===== src/bcd_pkg.sv =====
// ----------------------------------------------------------------------------
// bcd_pkg
// Shared types, constants and helpers of the block cache directory.
// ----------------------------------------------------------------------------
package bcd_pkg;

   localparam int ENTRIES  = 16;
   localparam int IDX_W    = (ENTRIES > 1) ? $clog2(ENTRIES) : 1;
   localparam int CNT_W    = $clog2(ENTRIES + 1);
   localparam int TAG_W    = 32;
   localparam int SLOT_W   = 4;
   localparam int LAST_IDX = ENTRIES - 1;

   localparam logic OP_READ  = 1'b0;
   localparam logic OP_WRITE = 1'b1;

   typedef logic [IDX_W-1:0] idx_type;
   typedef logic [CNT_W-1:0] cnt_type;
   typedef logic [TAG_W-1:0] tag_type;

   typedef struct packed {
      logic    operation;
      tag_type block_number;
   } req_type;

   typedef struct packed {
      logic              hit;
      logic [SLOT_W-1:0] slot;
      logic              write_back;
      tag_type           victim_block;
      logic              fetch;
   } rsp_type;

   typedef struct packed {
      logic    en;
      idx_type idx;
      logic    dirty;
   } mark_upd_type;

   typedef enum logic [2:0] {
      ST_IDLE,
      ST_SCAN,
      ST_VREAD,
      ST_VTAG,
      ST_EMIT
   } state_type;

   function automatic logic [SLOT_W-1:0] slot_of(input idx_type idx);
      logic [SLOT_W+IDX_W-1:0] wide;
      wide = {{SLOT_W{1'b0}}, idx};
      return wide[SLOT_W-1:0];
   endfunction

endpackage


===== src/bcd_ram.sv =====
// ----------------------------------------------------------------------------
// bcd_ram
// Generic single-write, single-read RAM with registered read data.
// ----------------------------------------------------------------------------
module bcd_ram #(
   parameter int WIDTH = 32,
   parameter int DEPTH = 16
) (
   input  logic                                    clock,
   input  logic                                    rd_en,
   input  logic [((DEPTH > 1) ? $clog2(DEPTH) : 1)-1:0] rd_addr,
   output logic [WIDTH-1:0]                        rd_data,
   input  logic                                    wr_en,
   input  logic [((DEPTH > 1) ? $clog2(DEPTH) : 1)-1:0] wr_addr,
   input  logic [WIDTH-1:0]                        wr_data
);

   logic [WIDTH-1:0] mem_ff [DEPTH];
   logic [WIDTH-1:0] data_ff;

   always_ff @(posedge clock) begin
      if (wr_en) begin
         mem_ff[wr_addr] <= wr_data;
      end
      if (rd_en) begin
         data_ff <= mem_ff[rd_addr];
      end
   end

   assign rd_data = data_ff;

endmodule


===== src/bcd_marks.sv =====
// ----------------------------------------------------------------------------
// bcd_marks
// Valid and dirty marks of every directory entry, cleared by reset.
// ----------------------------------------------------------------------------
module bcd_marks (
   input  logic                         clock,
   input  logic                         reset,
   input  bcd_pkg::mark_upd_type        upd,
   output logic [bcd_pkg::ENTRIES-1:0]  valid_q,
   output logic [bcd_pkg::ENTRIES-1:0]  dirty_q
);
   import bcd_pkg::*;

   logic [ENTRIES-1:0] valid_ff;
   logic [ENTRIES-1:0] valid_in;
   logic [ENTRIES-1:0] dirty_ff;
   logic [ENTRIES-1:0] dirty_in;

   always_comb begin
      valid_in = valid_ff;
      dirty_in = dirty_ff;
      if (upd.en) begin
         valid_in[upd.idx] = 1'b1;
         dirty_in[upd.idx] = upd.dirty;
      end
   end

   always_ff @(posedge clock) begin
      if (reset) begin
         valid_ff <= '0;
         dirty_ff <= '0;
      end else begin
         valid_ff <= valid_in;
         dirty_ff <= dirty_in;
      end
   end

   assign valid_q = valid_ff;
   assign dirty_q = dirty_ff;

endmodule


===== src/bcd_ctrl.sv =====
// ----------------------------------------------------------------------------
// bcd_ctrl
// Request sequencer: tag scan, victim read and refill, result register.
// ----------------------------------------------------------------------------
module bcd_ctrl (
   input  logic                         clock,
   input  logic                         reset,
   input  logic                         req_valid,
   output logic                         req_ready,
   input  bcd_pkg::req_type             req_data,
   output logic                         rsp_valid,
   input  logic                         rsp_ready,
   output bcd_pkg::rsp_type             rsp_data,
   output logic                         rd_en,
   output bcd_pkg::idx_type             rd_addr,
   input  bcd_pkg::tag_type             rd_data,
   output logic                         wr_en,
   output bcd_pkg::idx_type             wr_addr,
   output bcd_pkg::tag_type             wr_data,
   output bcd_pkg::mark_upd_type        upd,
   input  logic [bcd_pkg::ENTRIES-1:0]  valid_q,
   input  logic [bcd_pkg::ENTRIES-1:0]  dirty_q
);
   import bcd_pkg::*;

   state_type state_ff, state_in;
   logic      op_ff, op_in;
   tag_type   blk_ff, blk_in;
   cnt_type   cnt_ff, cnt_in;
   idx_type   ptr_ff, ptr_in;
   idx_type   victim_ff, victim_in;
   rsp_type   res_ff, res_in;
   rsp_type   rsp_ff, rsp_in;
   logic      rsp_valid_ff, rsp_valid_in;

   idx_type   chk_idx;
   idx_type   ptr_next;
   logic      chk_match;
   logic      scan_end;
   logic      out_free;
   logic      wb;

   assign chk_idx   = cnt_ff[IDX_W-1:0] - idx_type'(1);
   assign chk_match = (cnt_ff != '0) && valid_q[chk_idx] && (rd_data == blk_ff);
   assign scan_end  = (cnt_ff == cnt_type'(ENTRIES));
   assign ptr_next  = (ptr_ff == idx_type'(LAST_IDX)) ? '0 : ptr_ff + idx_type'(1);
   assign out_free  = !rsp_valid_ff || rsp_ready;
   assign wb        = valid_q[victim_ff] && dirty_q[victim_ff];

   // next state
   always_comb begin
      state_in = state_ff;
      unique case (state_ff)
         ST_IDLE: begin
            if (req_valid) begin
               state_in = ST_SCAN;
            end
         end
         ST_SCAN: begin
            priority if (chk_match) begin
               state_in = ST_EMIT;
            end else if (scan_end) begin
               state_in = ST_VREAD;
            end
         end
         ST_VREAD: state_in = ST_VTAG;
         ST_VTAG:  state_in = ST_EMIT;
         ST_EMIT: begin
            if (out_free) begin
               state_in = ST_IDLE;
            end
         end
         default:  state_in = ST_IDLE;
      endcase
   end

   // outputs and datapath
   always_comb begin
      req_ready    = 1'b0;
      rd_en        = 1'b0;
      rd_addr      = cnt_ff[IDX_W-1:0];
      wr_en        = 1'b0;
      wr_addr      = victim_ff;
      wr_data      = blk_ff;
      upd          = '0;
      op_in        = op_ff;
      blk_in       = blk_ff;
      cnt_in       = cnt_ff;
      ptr_in       = ptr_ff;
      victim_in    = victim_ff;
      res_in       = res_ff;
      rsp_in       = rsp_ff;
      rsp_valid_in = rsp_valid_ff && !rsp_ready;
      unique case (state_ff)
         ST_IDLE: begin
            req_ready = 1'b1;
            if (req_valid) begin
               op_in  = req_data.operation;
               blk_in = req_data.block_number;
               cnt_in = '0;
            end
         end
         ST_SCAN: begin
            rd_en = !scan_end;
            if (!scan_end) begin
               cnt_in = cnt_ff + cnt_type'(1);
            end
            priority if (chk_match) begin
               res_in           = '0;
               res_in.hit       = 1'b1;
               res_in.slot      = slot_of(chk_idx);
               upd.en           = (op_ff == OP_WRITE);
               upd.idx          = chk_idx;
               upd.dirty        = 1'b1;
            end else if (scan_end) begin
               ptr_in    = ptr_next;
               victim_in = ptr_next;
            end
         end
         ST_VREAD: begin
            rd_en   = 1'b1;
            rd_addr = victim_ff;
         end
         ST_VTAG: begin
            res_in.hit          = 1'b0;
            res_in.slot         = slot_of(victim_ff);
            res_in.write_back   = wb;
            res_in.victim_block = wb ? rd_data : '0;
            res_in.fetch        = (op_ff == OP_READ);
            wr_en               = 1'b1;
            upd.en              = 1'b1;
            upd.idx             = victim_ff;
            upd.dirty           = (op_ff == OP_WRITE);
         end
         ST_EMIT: begin
            if (out_free) begin
               rsp_in       = res_ff;
               rsp_valid_in = 1'b1;
            end
         end
         default: begin
            req_ready = 1'b0;
         end
      endcase
   end

   always_ff @(posedge clock) begin
      if (reset) begin
         state_ff     <= ST_IDLE;
         ptr_ff       <= '0;
         rsp_valid_ff <= 1'b0;
      end else begin
         state_ff     <= state_in;
         ptr_ff       <= ptr_in;
         rsp_valid_ff <= rsp_valid_in;
      end
   end

   always_ff @(posedge clock) begin
      op_ff     <= op_in;
      blk_ff    <= blk_in;
      cnt_ff    <= cnt_in;
      victim_ff <= victim_in;
      res_ff    <= res_in;
      rsp_ff    <= rsp_in;
   end

   assign rsp_valid = rsp_valid_ff;
   assign rsp_data  = rsp_ff;

endmodule


===== src/block_cache_directory.sv =====
// ----------------------------------------------------------------------------
// block_cache_directory
// Tag directory of a fully associative write-back block cache.
// ----------------------------------------------------------------------------
// One request at a time. Tags sit in a single-port-read RAM that is scanned
// one entry per cycle, lowest entry first; valid and dirty marks are
// flip-flops cleared by reset, so no clearing pass is needed. A hit at entry
// k ends the scan there and its response is registered from ST_EMIT; a miss
// runs the full scan, a read of the victim's old tag and the refill write
// before ST_EMIT. The next request is taken in ST_IDLE once the result has
// moved into the output register. The response sits in an output register,
// so a new request is accepted while the previous response still waits; the
// new response is then held until the waiting one is taken.
// ----------------------------------------------------------------------------
module block_cache_directory (
   input  logic              clock,
   input  logic              reset,
   input  logic              req_valid,
   output logic              req_ready,
   input  bcd_pkg::req_type  req_data,
   output logic              rsp_valid,
   input  logic              rsp_ready,
   output bcd_pkg::rsp_type  rsp_data
);
   import bcd_pkg::*;

   logic               rd_en;
   idx_type            rd_addr;
   tag_type            rd_data;
   logic               wr_en;
   idx_type            wr_addr;
   tag_type            wr_data;
   mark_upd_type       upd;
   logic [ENTRIES-1:0] valid_q;
   logic [ENTRIES-1:0] dirty_q;

   bcd_ram #(
      .WIDTH (TAG_W),
      .DEPTH (ENTRIES)
   ) u_tag_ram (
      .clock   (clock),
      .rd_en   (rd_en),
      .rd_addr (rd_addr),
      .rd_data (rd_data),
      .wr_en   (wr_en),
      .wr_addr (wr_addr),
      .wr_data (wr_data)
   );

   bcd_marks u_marks (
      .clock   (clock),
      .reset   (reset),
      .upd     (upd),
      .valid_q (valid_q),
      .dirty_q (dirty_q)
   );

   bcd_ctrl u_ctrl (
      .clock     (clock),
      .reset     (reset),
      .req_valid (req_valid),
      .req_ready (req_ready),
      .req_data  (req_data),
      .rsp_valid (rsp_valid),
      .rsp_ready (rsp_ready),
      .rsp_data  (rsp_data),
      .rd_en     (rd_en),
      .rd_addr   (rd_addr),
      .rd_data   (rd_data),
      .wr_en     (wr_en),
      .wr_addr   (wr_addr),
      .wr_data   (wr_data),
      .upd       (upd),
      .valid_q   (valid_q),
      .dirty_q   (dirty_q)
   );

   a_hit_clean: assert property (@(posedge clock) disable iff (reset)
      rsp_valid && rsp_data.hit |->
         !rsp_data.write_back && !rsp_data.fetch && (rsp_data.victim_block == '0))
      else $error("hit response carries miss fields");

   a_victim_zero: assert property (@(posedge clock) disable iff (reset)
      rsp_valid && !rsp_data.write_back |-> (rsp_data.victim_block == '0))
      else $error("victim block without write-back");

   a_one_at_a_time: assert property (@(posedge clock) disable iff (reset)
      req_valid && req_ready |=> !req_ready)
      else $error("request taken while another is in progress");

endmodule


===== config.mk =====
export PLATFORM = sky130hd
export DESIGN_NAME = block_cache_directory
export DESIGN_NICKNAME = d
export VERILOG_FILES = /design/src/bcd_pkg.sv /design/src/bcd_ram.sv /design/src/bcd_marks.sv /design/src/bcd_ctrl.sv /design/src/block_cache_directory.sv
export SDC_FILE = /design/constraint.sdc
export NUM_CORES = 1
export LEC_CHECK = 0
export BUFFER_PORTS_ARGS = -buffer_cell sky130_fd_sc_hd__buf_2
export CORE_ASPECT_RATIO = 0.7
export CORE_MARGIN = 3
export CORE_UTILIZATION = 35
export CTS_CLUSTER_SIZE = 20
export DETAILED_ROUTE_END_ITERATION = 7
export PLACE_DENSITY_LB_ADDON = 0.2
export SLEW_MARGIN = 20
export SYNTH_ARGS = -nofsm -noshare
export SYNTH_HDL_FRONTEND = slang
export SYNTH_SLANG_ARGS = --single-unit

===== constraint.sdc =====
create_clock -name clock -period 5.83 [get_ports clock]
set_clock_uncertainty 0.15 [all_clocks]
set_input_delay 0.2915 -clock clock [delete_from_list [all_inputs] [get_ports clock]]
set_output_delay 0.2915 -clock clock [all_outputs]
set_load 0.005 [all_outputs]

======== Word-level counts from Yosys, hierarchy flattened ========
Memory sizes are Yosys's and may differ from the RTL's. A register that Yosys moved wholly into a read port is not among the register bits.
Cells that the tools add are included.
storage, ports and cells
  memories kept ........................... 1
  logic and storage cells ................. 92
  output and inout port bits .............. 41
  register bits ........................... 160
  bits of input ports ..................... 37
  bits in writable memories ............... 512
cells by class
  equal/unequal tests ..................... 12
  bitwise logic cells ..................... 3
  add/sub/neg operators ................... 3
  reduce and logical (&&, ||, !) cells .... 19
  $lt $le $gt $ge ......................... 4
  multiplexer cells ....................... 31
memories
  memory            words  width  read ports  clocked after Yosys merged registers in  write ports  line           source
  u_tag_ram.mem_ff  16     32     1           1                                        1            bcd_ram.sv:18  logic [WIDTH-1:0] mem_ff [DEPTH];
operators with widths
  kind                   count
  $pmux W39 S2           1
  $mux W39               1
  $eq A32 B32 Y1         1
  $mux W32               1
  $bwmux W16             1
  $or A16 B16 Y16        1
  $lt A4 B5 Y1 const B   3
  $pmux W3 S5            1
  $bmux W1 S4            3
  $mux W3                4
  $pmux W6 S2            1
  $mux W1                10
  $mux W5                2
  $pmux W5 S2            1
  $reduce_and A3 Y1      3
  $mux W4                2
  $eq A3 B2 Y1 const B   2
  $mux W6                1
  $reduce_and A2 Y1      3
  $add A5 B1 Y5 const B  1
  $eq A5 B5 Y1 const B   1
  $logic_and A1 B1 Y1    5
  $reduce_bool A5 Y1     1
  $add A4 B1 Y4 const B  1
  other kinds (15)       21

======== Depth between registers and ports, before layout ========
  depth in word-level cells ............... 12
  gate-level depth with buffers ........... 13
  mapped depth without buffers ............ 10

======== Modules after synthesis ========
From an unflattened synthesis, not the netlist that was laid out.
unflattened totals
  cells, all modules ...................... 1317
  area, all modules ....................... 26625.5 um2
modules (own cells, without submodules)
  module     cells each  times used  area each (um2)
  bcd_ram    838         1           20155.6
  bcd_ctrl   349         1           5225.0
  bcd_marks  130         1           1244.9

======== Worst setup path after synthesis ========
OpenSTA, ideal clock, no wires.
  path kind ............................... flip-flop to flip-flop
  start ................................... reg u_ctrl.state_ff[0]
  end ..................................... mem u_tag_ram.mem_ff[0][0], enable pin
  arrival time ............................ 3.818 ns
  setup time .............................. 0.461 ns
  path slack .............................. 1.401 ns
  clock period less this slack ............ 4.429 ns
  stages on the path, launching flop included .. 8
  cell sequence ........................... dfxtp_1 -> nor2b_1 -> and2_2 -> clkbuf_2 -> inv_1 -> clkbuf_1 -> or3_1 -> nor3_1
between the ends
  word-level cells in the longest chain between the ends .. 4
ends and longest elaborated chain
  item                           line             source
  start, declared                bcd_ctrl.sv:26   state_type state_ff, state_in;
  start signal, assigned         bcd_ctrl.sv:153  state_ff <= state_in;
  $eq A3 B2 Y1                   bcd_ctrl.sv:94   unique case (state_ff)
  $mux W1                        bcd_ctrl.sv:94
  $mux W1                        bcd_ram.sv:22    if (wr_en) begin
  $mux W1 (not written as such)  bcd_ram.sv:23    mem_ff[wr_addr] <= wr_data;
  end, declared                  bcd_ram.sv:18
No other way between the ends.

======== Final worst setup path ========
  start ................................... reg u_ctrl.cnt_ff[0]
  end ..................................... reg u_ctrl.res_ff[22] in the netlist's numbering, enable pin
between the ends
  word-level cells in the longest chain between the ends .. 7
  elaborated cells on any way between the ends .. 8
  those cells by class .................... add/sub: 1; eq/ne: 1; mux: 2; reduce/logical: 4
ends and longest elaborated chain
  item                              line             source
  start, declared                   bcd_ctrl.sv:29   cnt_type cnt_ff, cnt_in;
  start signal, assigned            bcd_ctrl.sv:162  cnt_ff <= cnt_in;
  $sub A4 B1 Y4                     bcd_ctrl.sv:43   assign chk_idx = cnt_ff[IDX_W-1:0] - idx_type'(1);
  via u_ctrl.chk_idx[0]             bcd_ctrl.sv:36   idx_type chk_idx;
  $bmux W1 S4                       bcd_ctrl.sv:44   assign chk_match = (cnt_ff != '0) && valid_q[chk_idx] && (rd_data == blk_ff);
  $mux W1 (not written as such)     bcd_ctrl.sv:44
  $logic_and A1 B1 Y1 (2 in a row)  bcd_ctrl.sv:44
  $ne A2 B1 Y1 (no line)            -
  $reduce_and A2 Y1 (no line)       -
  end signal, assigned              bcd_ctrl.sv:164  res_ff <= res_in;
  end, declared                     bcd_ctrl.sv:32   rsp_type res_ff, res_in;
The timed path passes the listed nets, and every way through them passes these cells. The select of a mux whose other input is x is not followed.
A chain may end at the register's enable or synchronous reset.

==> impl_metrics.yaml <==
setup_path:
  cp-start-kind: "flip-flop"
  required_ns: 6.00
  crit_path_max_fanout: 34
  critPathTopFamily: "compound AO/OA/AOI/OAI gates"
  arrival_ns: 4.02
  r2r-end: "u_ctrl.res_ff[22]$_SDFFCE_PN0P_"
  timing.critical_path.buf_inv: 3
  worst_path_largest_cell_delay_ns: 0.64
  endpoint_kind: "flip-flop"
  worst-path-stages: 9
  cp_cell_sequence: "inv_6 > ha_1 > inv_1 > mux4_2 > o211ai_2 > o21ai_2 > nor3_1 > o21a_4 > buf_4"
  timing.rr.start: "u_ctrl.cnt_ff[0]$_SDFFCE_PN0P_"
  cp_slowest_cell: "edfxtp_1"
  r2r_slack_ns: 1.97
  reg2reg_depth: 9
  crit_type: "reg2reg"
floorplan:
  fp.dieW_um: 338
  rows: 84
  die_h_um: 239
  dieArea_sq_um: 80700
  core_area_sq_um: 75800
  ios: 78
  initial_core_util_pct: 35.7
global_routing:
  grt_max_degree: 129
  grt_pass1_wl_um: 97400
  grt_overflow_total: 0
  track_usage_pct: 16.6
  antenna_found_initial: 1
  grt_pass1_vias: 13809
clocking:
  root_buffer: "clkbuf_16"
  cts_num_sinks: 704
  clkSlewWorstSetupHoldPaths_ns: 0.06
  clk-insertion-delay-late_ns: 0.62
  clk_path_buf_depth: 3
  cts_tree: "built"
  htreeDepth: 3
  cts_buffers: 71
yosys:
  synth_compound_area_share_pct: 3.18
  ys_seq_area_share_pct: 76.7
  synthFlopType: "edfxtp_1"
  yosys_warnings: 0
  synthAdderAreaFrac_pct: 0.185
  synth_edf_count: 664
  synth-xor-area-share_pct: 1.26
  synth_cell_types: 55
  synthTopCellsByArea: "edfxtp_1, mux4_2, dfxtp_1"
  ys_ff_latch: 704
  muxShareOfSynthArea_pct: 11.8
  syn_area_per_cell_sq_um: 19.5
  syn-cell-area_sq_um: 27000
  synth_top_family_by_area: "multiplexers"
  synth_area_leader_cell: "edfxtp_1"
  synth_top_area_share_pct: 73.7
  syn_nets: 1431
  ys_async_sr_fraction_pct: 0
  synth_cells: 1390
  synth.most_common_cell: "edfxtp_1"
  synth-simple-area-share_pct: 5.09
  synth_common_cells: "edfxtp_1, mux4_2, nand2_1"
sta:
  setup_violations: 0
  holdWs_ns: 0.0822
  period_share_pct: 66.2
  max_freq_mhz: 259
  fin_ws_ns: 1.97
  drv_slew: 0
  layout_min_cycle_time_ns: 3.86
  grt_setup_unrepaired: "no"
  relSlewSlack_pct: 22.1
  setup-tns-final_ns: 0
  worst-slew-pin-transition_ns: 1.17
  hold_viol_final: 0
place:
  gp_congestion: 0.763
  portBuffers: 77
  placed_cell_area_sq_um: 28900
  dpl.cell_count: 2465
  dp_hpwl_um: 35500
  pre_cts_slack_ns: 1.97
power:
  peakVddDrop_mv: 0.194
  power.total_mw: 11.1
  p_per_area_nw_per_um2: 352
  p_leak_nw: 10.0
route:
  num_vias: 13473
  drt-vias-per-instance: 5.13
  wl_per_cell_um: 25.3
  finalWirelength_um: 66300
  ant_nets: 0
  drt_first_iter_violations: 1362
  drc: 0
  drt_pass1_iterations: 5
hold_path:
  worstHoldEndpoint: "u_ctrl.ptr_ff[0]$_SDFFE_PP0P_"
  hp-class: "in2reg"
  min_from: "reset"
  holdPathStages: 2
layout:
  finalNonFillerCells: 2626
  syn2layout_area_growth_pct: 16.3
  drive_gt1_share_pct: 23.7
  n_antenna_cell: 0
  fillerInstances: 6713
  seqCellArea_sq_um: 20700
  utilization_pct: 41.5
  postLayoutCellArea_sq_um: 31400
  multi_input_area_sq_um: 6030
  finish.net_count: 1582
outcome:
  status: "finished, final reports clean"
flow_run:
  cap_violations: 0
-- worst register-to-register path: stages (launching register included) --
cell and delay [ns]:
edfxtp_1 0.64, inv_6 0.09, ha_1 0.38, inv_1 0.21, mux4_2 0.35, o211ai_2 0.16
o21ai_2 0.13, nor3_1 0.54, o21a_4 0.63, buf_4 0.30
-- cells by family after synthesis --
group	count (synthesis)
flip-flops	704
AND/OR/NAND/NOR	269
multiplexers	154
AO/OA/AOI/OAI	129
buffers and inverters	91
XOR/XNOR	39
adder cells (fa/ha/maj)	4
-- how the worst max path moves through the flow --
stage	from	end	slack (ns)
after floorplan	u_ctrl.state_ff[0]$_SDFFE_PP0P_	u_tag_ram.mem_ff[0][0]$_DFFE_PP_	1.40
after global placement	u_ctrl.wr_data[12]$_DFFE_PP_	u_ctrl.res_ff[22]$_SDFFCE_PN0P_	1.74
after detailed placement	u_ctrl.cnt_ff[0]$_SDFFCE_PN0P_	u_ctrl.res_ff[26]$_SDFFCE_PN0P_	1.97
after CTS	u_ctrl.cnt_ff[0]$_SDFFCE_PN0P_	u_ctrl.res_ff[22]$_SDFFCE_PN0P_	1.95
after global routing	u_ctrl.cnt_ff[0]$_SDFFCE_PN0P_	u_ctrl.res_ff[22]$_SDFFCE_PN0P_	1.68
final	u_ctrl.cnt_ff[0]$_SDFFCE_PN0P_	u_ctrl.res_ff[22]$_SDFFCE_PN0P_	1.97
-- power breakdown --
part           internal, mW  total, mW  leakage [nW]  switching (mW)
clock network          2.54       4.43          1.10            1.89
logic                 0.410      0.918          2.65           0.508
registers              5.63       5.74          6.29           0.108
total                  8.58       11.1          10.0            2.50
-- repair_timing --
action | in CTS | in global routing
endpoints found under the hold margin | 36 | 0
hold buffers | 35 | 0
gates resized for setup | 0 | 0
setup buffers | 0 | 0
setup endpoints to repair | 0 | 0
-- layout make-up --
cell class,instances,share of cell area [%]
sequential,704,65.9
multi-input combinational,595,19.2
clock buffer,93,6.34
tap,1032,4.11
timing repair buffer,147,3.37
clock inverter,33,0.768
inverter,22,0.278
-- metal layers --
layer	wire (um)	GRT usage [%]
met5	0	0
met4	1160	3.62
met3	3890	3.12
met2	30600	25.8
met1	30700	24.4
-- state kept, by name, summed over array words and instances, names as in the netlist --
| register | cells |
|---|---|
| u_marks.valid_q | 16 |
| u_marks.dirty_q | 16 |
| u_ctrl.rsp_valid | 1 |
| u_ctrl.rsp_data | 39 |
| u_ctrl.state_ff | 3 |
| u_ctrl.ptr_ff | 4 |
| u_ctrl.wr_addr | 4 |
| u_ctrl.op_ff | 1 |
| u_tag_ram.mem_ff | 512 |
| u_ctrl.res_ff | 39 |
| u_ctrl.cnt_ff | 5 |
| u_tag_ram.rd_data | 32 |
| u_ctrl.wr_data | 32 |
-- cell usage in the layout, fill, tap and decap left out, drive strengths merged, types with 6 or more instances in the layout --
cell,synthesis,final
a31oi,38,38
inv,22,24
mux2i,21,21
mux4,132,132
a21oi,30,30
clkinv,0,28
dlygate4sd3,0,35
and2,66,66
nor2,45,45
xnor2,20,20
edfxtp,664,664
buf,33,112
xor2,19,19
nor4,6,6
o21ai,8,8
dfxtp,40,40
nand2b,25,25
a211oi,36,36
nand3,18,18
nand2,81,81
nor3,11,11
clkbuf,36,93
Power figures use the tool's default switching activity.
